### config.mk
export PLATFORM = sky130hd
export DESIGN_NAME = hta_coef_store
export DESIGN_NICKNAME = d
export VERILOG_FILES = /design/src/sv/hta_pkg.sv /design/src/sv/hta_coef_store.sv
export VERILOG_INCLUDE_DIRS = /design/src /design/src/sv
export SDC_FILE = /design/constraint.sdc
export NUM_CORES = 1
export LEC_CHECK = 0
export BUFFER_PORTS_ARGS = -buffer_cell sky130_fd_sc_hd__buf_2
export CAP_MARGIN = 20
export CORE_MARGIN = 3
export CORE_UTILIZATION = 55
export CTS_CLUSTER_DIAMETER = 60
export DETAILED_ROUTE_END_ITERATION = 7
export GPL_ROUTABILITY_DRIVEN = 0
export GPL_TIMING_DRIVEN = 0
export PLACE_DENSITY = 0.81
export SLEW_MARGIN = 10
export SYNTH_ARGS = -nofsm -noshare
export SYNTH_HDL_FRONTEND = slang
export SYNTH_SLANG_ARGS = --single-unit
### constraint.sdc
create_clock -name clk_i -period 1.65 [get_ports clk_i]
set_input_delay 0.33 -clock clk_i [delete_from_list [all_inputs] [get_ports clk_i]]
set_output_delay 0.33 -clock clk_i [all_outputs]
set_load 0.005 [all_outputs]
### src/sv/homogeneous_transform_apply_defines.svh
// ----------------------------------------------------------------------------
// homogeneous_transform_apply_defines.svh
// Assertion macros shared by the transform unit modules.
// ----------------------------------------------------------------------------
`ifndef HOMOGENEOUS_TRANSFORM_APPLY_DEFINES_SVH
`define HOMOGENEOUS_TRANSFORM_APPLY_DEFINES_SVH

// clocked assertion with explicit clock and reset
`define HTA_ASSERT_CLK(label, clk, rst_n, prop, msg) \
  label: assert property (@(posedge clk) disable iff (!rst_n) (prop)) else $error(msg);

// clocked assertion on the block clock and reset
`define HTA_ASSERT(label, prop, msg) \
  `HTA_ASSERT_CLK(label, clk_i, rst_ni, prop, msg)

`endif

### src/sv/hta_pkg.sv
// ----------------------------------------------------------------------------
// hta_pkg
// Widths, item kinds and shared types of the homogeneous transform unit.
// ----------------------------------------------------------------------------
package hta_pkg;

  localparam int WORD_WIDTH = 32;
  localparam int FRAC_BITS  = 16;
  localparam int PROD_W     = 2 * WORD_WIDTH;
  localparam int ACC_W      = 2 * WORD_WIDTH + 2;
  localparam int NUM_W      = ACC_W + FRAC_BITS;
  localparam int QUO_W      = WORD_WIDTH + 1;
  localparam int DSH_W      = ACC_W + QUO_W;

  typedef logic signed [WORD_WIDTH-1:0] word_t;
  typedef logic signed [ACC_W-1:0]      acc_t;

  localparam word_t WORD_MAX = {1'b0, {(WORD_WIDTH-1){1'b1}}};
  localparam word_t WORD_MIN = {1'b1, {(WORD_WIDTH-1){1'b0}}};
  localparam word_t ONE_FIX  = word_t'(1) <<< FRAC_BITS;

  typedef enum logic [2:0] {
    KIND_LOAD_FWD = 3'd0,
    KIND_LOAD_INV = 3'd1,
    KIND_POINT    = 3'd2,
    KIND_VECTOR   = 3'd3,
    KIND_NORMAL   = 3'd4
  } kind_e;

  // control travelling with an item through the dot-product stages
  typedef struct packed {
    logic vld;
    logic point;
  } ctl_t;

  // finished result heading for the output register
  typedef struct packed {
    logic  vld;
    word_t x;
    word_t y;
    word_t z;
    logic  err;
    logic  sat;
  } res_t;

  // identity matrix entry, row-major
  function automatic word_t ident_entry(input int idx);
    return ((idx % 5) == 0) ? ONE_FIX : '0;
  endfunction

endpackage

### src/sv/hta_coef_store.sv
// ----------------------------------------------------------------------------
// hta_coef_store
// Forward and inverse matrices, entry loads and per-item coefficient select.
// ----------------------------------------------------------------------------
`include "homogeneous_transform_apply_defines.svh"

module hta_coef_store (
  input  logic           clk_i,
  input  logic           rst_ni,
  input  logic           en_i,
  input  logic           acc_i,
  input  logic [2:0]     kind_i,
  input  logic [3:0]     entry_index_i,
  input  hta_pkg::word_t entry_value_i,
  input  hta_pkg::word_t in_x_i,
  input  hta_pkg::word_t in_y_i,
  input  hta_pkg::word_t in_z_i,
  output hta_pkg::ctl_t  ctl_o,
  output hta_pkg::word_t coef_o [4][3],
  output hta_pkg::word_t trn_o [4],
  output hta_pkg::word_t p_o [3]
);
  import hta_pkg::*;

  word_t fwd_q [16];
  word_t inv_q [16];
  word_t coef_d [4][3];
  word_t trn_d [4];
  ctl_t  ctl_d;
  ctl_t  ctl_q;
  word_t coef_q [4][3];
  word_t trn_q [4];
  word_t p_q [3];

  // matrix entry loads
  always_ff @(posedge clk_i or negedge rst_ni) begin
    if (!rst_ni) begin
      for (int i = 0; i < 16; i++) begin
        fwd_q[i] <= ident_entry(i);
        inv_q[i] <= ident_entry(i);
      end
    end else if (acc_i) begin
      unique case (kind_i)
        KIND_LOAD_FWD: fwd_q[entry_index_i] <= entry_value_i;
        KIND_LOAD_INV: inv_q[entry_index_i] <= entry_value_i;
        default: ;
      endcase
    end
  end

  // coefficient select: normals take the transposed inverse
  always_comb begin
    for (int r = 0; r < 4; r++) begin
      for (int j = 0; j < 3; j++) begin
        coef_d[r][j] = (kind_i == KIND_NORMAL) ? inv_q[j*4+r] : fwd_q[r*4+j];
      end
      trn_d[r] = (kind_i == KIND_POINT) ? fwd_q[r*4+3] : '0;
    end
    ctl_d.vld   = acc_i && (kind_i == KIND_POINT || kind_i == KIND_VECTOR ||
                            kind_i == KIND_NORMAL);
    ctl_d.point = (kind_i == KIND_POINT);
  end

  // operand stage control
  always_ff @(posedge clk_i or negedge rst_ni) begin
    if (!rst_ni) begin
      ctl_q <= '0;
    end else if (en_i) begin
      ctl_q <= ctl_d;
    end
  end

  // operand stage payload
  always_ff @(posedge clk_i) begin
    if (en_i) begin
      coef_q <= coef_d;
      trn_q  <= trn_d;
      p_q[0] <= in_x_i;
      p_q[1] <= in_y_i;
      p_q[2] <= in_z_i;
    end
  end

  assign ctl_o  = ctl_q;
  assign coef_o = coef_q;
  assign trn_o  = trn_q;
  assign p_o    = p_q;

  `HTA_ASSERT(a_fwd_write, acc_i && kind_i == KIND_LOAD_FWD |=> fwd_q[$past(entry_index_i)] == $past(entry_value_i), "forward entry not written")

endmodule

-- Yosys cells after proc, flatten, opt, wreduce, memory -nomap -nowiden
Index checks and enable logic that the tools add are counted.
- register bits: 1634
- latch bits: 0
- memory bits (writable): 0
- memory bits (read-only): 0
- input bits: 139
- output and inout bits: 610
- word-level logic and storage cells: 83
- memories: 0
- $add $sub $neg: 0
- multipliers: 0
- divide/modulo/power cells: 0
- order comparisons: 2
- eq/ne operators: 4
- shift-type cells: 0
- muxes and demuxes: 16
- bitwise logic cells: 1
- reductions and logical operators: 7
- operators with widths (kind ; count):
    512-bit bitwise mux ; 2
    32-bit two-way mux ; 13
    32-bit demux with 4-bit select ; 1
    3-bit by 2-bit equality test with 1-bit output (second input constant) ; 2
    5-bit >= comparator (second input constant) ; 1
    5-bit by 1-bit less-than comparator with 1-bit output (second input constant) ; 1
    4-bit NOT with 5-bit output ; 1
    2-bit AND reduction ; 2
    3-bit by 1-bit equality test with 1-bit output (second input constant) ; 1
    3-bit equality test (second input constant) ; 1
    3-bit logical NOT ; 1
    1-bit logical AND ; 2
    1-bit logical OR ; 2

-- Longest topological paths before layout
- word-level depth: 6
- gate-level depth with buffers: 7
- mapped depth without buffers: 3

-- Worst setup path after synthesis
Ideal clock, no wire load.
- path kind: in2reg
- from: in kind_i[2]
- to: reg coef_q (netlist bit coef_o[0]) (data pin)
- setup time: 0.260 ns
- arrival: 1.689 ns
- data required time: 1.390 ns
- setup slack: -0.299 ns
- stages on the path: 6
- buffers on the path: 4
- path through: buf_2 nor3b_1 clkbuf_1 clkbuf_1 buf_2 mux2_2
- RTL lines (what ; line ; RTL):
    start: declaration ; hta_coef_store.sv:12 ; input logic [2:0] kind_i,
    end signal: assignment ; hta_coef_store.sv:76 ; coef_q <= coef_d;
    end: declaration ; hta_coef_store.sv:31 ; word_t coef_q [4][3];

-- Worst setup path after layout
- from: reg coef_q (netlist bit coef_o[115])
- to: out coef_o[115] in the netlist's numbering
- RTL lines (what ; line ; RTL):
    end: declaration ; hta_coef_store.sv:19 ; output hta_pkg::word_t coef_o [4][3],
No word-level cell between the ends.

==> results.json <==
{
  "worstSetupPathType": "reg2out",
  "finish.utilization": 0.691,
  "grt_max_degree": 150,
  "path_cells": "buf_2",
  "dieArea_um2": 108000,
  "grt_pass1_vias": 34400,
  "syn_area_um2": 57400,
  "critPathMaxStageDelay_ns": 0.55,
  "max_freq_mhz": 548,
  "htreeDepth": 4,
  "fp.dieH_um": 329,
  "p_sw_mw": 19.7,
  "antenna_found_initial": 14,
  "startpoint_type": "flip-flop",
  "synth.distinct_cells": 25,
  "start_util": 0.559,
  "vdd_drop_max_mv": 1.47,
  "synth-seq-area-share": 0.710,
  "syn_to_final_growth_pct": 23.6,
  "clock-sinks": 1506,
  "crit_buf_inv": 1,
  "placed_cells": 5304,
  "wl_per_cell_um": 29.8,
  "end_kind": "output port",
  "drive_above_1_share": 0.557,
  "syn_inst": 3211,
  "power_frac_seq": 0.513,
  "overflow": 0,
  "p_int_mw": 65.6,
  "drcViolationCount": 0,
  "power_frac_comb": 0.083,
  "final_nets": 4345,
  "die_w_um": 329,
  "coreArea_um2": 103000,
  "grt.busiest_layer": "met2",
  "dp_hpwl_mm": 111,
  "ant_nets": 0,
  "layout_commonest_cell": "mux2_2",
  "grt_use_met3": 0.0702,
  "viasPerCell": 5.79,
  "use_met2": 0.502,
  "clockBufferDepth": 3,
  "status": "finished, violations left",
  "ios": 749,
  "slew_viol_final": 0,
  "tightest_slew_ns": 1.16,
  "crit_fanout": 1,
  "num_rows": 117,
  "critPathSlowestCell": "edfxtp_1",
  "grtUsageMet1": 0.398,
  "grt_use_total": 0.309,
  "setup_viol": 126,
  "hp-class": "in2async",
  "routed_wl_mm": 170,
  "switching_share": 0.231,
  "powerDensity_nw_per_um2": 1200,
  "worstSkewPairLatency_ns": 0.75,
  "cts_tree": "done",
  "syn_area_per_cell_um2": 17.9,
  "critical-path-top-delay-family": "flip-flops",
  "synth_warnings": 0,
  "fin_crit_sh": 1.11,
  "setup_slack_ns": -0.176,
  "skew_ns": 0.0304,
  "rsz0062_at_grt": "true",
  "cts_root_buf": "clkbuf_16",
  "max_cap_violations": 0,
  "dr.pass1.iters": 5,
  "synth_seq_cells": 1506,
  "grt_pass1_wl_mm": 239,
  "num_vias": 33035,
  "clock_power_share": 0.404,
  "cts_inserted_buffers": 151,
  "max-slew-margin-rel": 0.229,
  "power_leakage_nw": 33.4,
  "syn_nets": 3350,
  "crit_required_ns": 1.32,
  "drtIter0Drc": 2682,
  "violations": "hold timing, setup timing",
  "mostFrequentLayoutCells": "mux2_2, dfrtp_1, buf_2",
  "holdWs_ns": -0.167,
  "finalHoldViolCount": 267,
  "layout_min_cycle_time_ns": 1.83,
  "port_buffers": 712,
  "worstPathArrival_ns": 1.50,
  "stdcell_count": 5709,
  "path_clk_slew_ns": 0.06
}
-- final cells by class --
cell class              count  area (um2)
plain buffers             245        1620
clock buffers             224        4430
multi-input cells        1458       16400
diodes                      8        20.0
flip-flops and latches   1506       40700
well taps                1368        1710
fillers                  6385       31700
repair buffers            842        5470
clock inverters            56         556
inverters                   2        7.51
-- sequential cells by signal, indices dropped and copies added, names as in the netlist --
name,flops
coef_o,384
ctl_o,2
fwd_q,512
inv_q,384
p_o,96
trn_o,128
-- cell usage after synthesis --
cell type  instances  area, um2
mux2_1             6       67.6
o22ai_1            1       6.26
buf_2            112        561
nand4b_1           3       26.3
and4bb_2           7       87.6
nor4b_2            3       45.0
nand2_1           23       86.3
and2_1           128        801
buf_1             43        161
nor2b_1            3       18.8
dfrtp_1          891      22300
nor3b_1            2       15.0
nand3_1            1       5.00
dfstp_2            7        184
nor4b_4            1       23.8
inv_1              2       7.51
clkbuf_1          87        327
nor2_1             1       3.75
mux2_2          1275      14400
edfxtp_1         608      18300
nor4_2             1       12.5
a21oi_1            1       5.00
and4b_1            1       10.0
buf_4              3       22.5
and4_1             1       8.76
-- cells by family after synthesis --
kind of cell / share of synthesized area
buffers and inverters: 0.0188
AO/OA/AOI/OAI: 0.000196
multiplexers: 0.251
AND/OR/NAND/NOR: 0.0199
flip-flops: 0.710
-- stage by stage --
step                area (um2)  power, mW  TNS (ns)  setup WS (ns)
floorplan                58700       47.1    -10.51        -0.0538
global placement         64000       50.8         -         -19.25
detailed placement       64400       50.9  -1240.35          -1.14
finish                   70900       85.3     -4.09         -0.176
global route             70900       87.7    -11.04         -0.196
CTS                      70700       85.3    -13.04         -0.225
-- power by group through the flow --
stage	combinational, mW	clock, mW	sequential, mW
2_1_floorplan	3.26	0	43.9
3_3_place_gp	6.32	0	44.5
3_5_place_dp	6.64	0	44.3
4_1_cts	7.01	34.6	43.6
5_1_grt	7.54	36.3	43.9
6_report	7.07	34.5	43.7
-- path summary, 6_finish.rpt --
path / from / end / slack (ns) / cells after the start
min in group clk_i: en_i / p_o[44]$_DFFE_PP_ / 0.11 / 2
max reg2reg: inv_q[491]$_DFFE_PN0P_ / coef_o[363]$_DFFE_PP_ / 0.64 / 1
min reg2reg: inv_q[139]$_DFFE_PN0P_ / inv_q[139]$_DFFE_PN0P_ / 0.48 / 1
max: coef_o[115]$_DFFE_PP_ / coef_o[115] / -0.18 / 1
max in group asynchronous: rst_ni / fwd_q[16]$_DFFE_PN1P_ / 0.32 / 6
min: rst_ni / inv_q[409]$_DFFE_PN0P_ / -0.17 / 3
-- layer usage --
metal	up-vias	wire length (um)
met4	6	8220
li1	13683	-
met1	17526	65800
met2	1476	83000
met3	344	12900
met5	-	41
-- timing repair --
item / CTS / global route
setup buffers: 2 / 0
hold endpoints to repair: 435 / 244
gates cloned: 4 / 3
endpoints found under the setup margin: 751 / 536
pin swaps: 1 / 0
gates resized for setup: 25 / 39
hold buffers: 105 / 2
No activity file was read; power rests on OpenSTA's default activity.
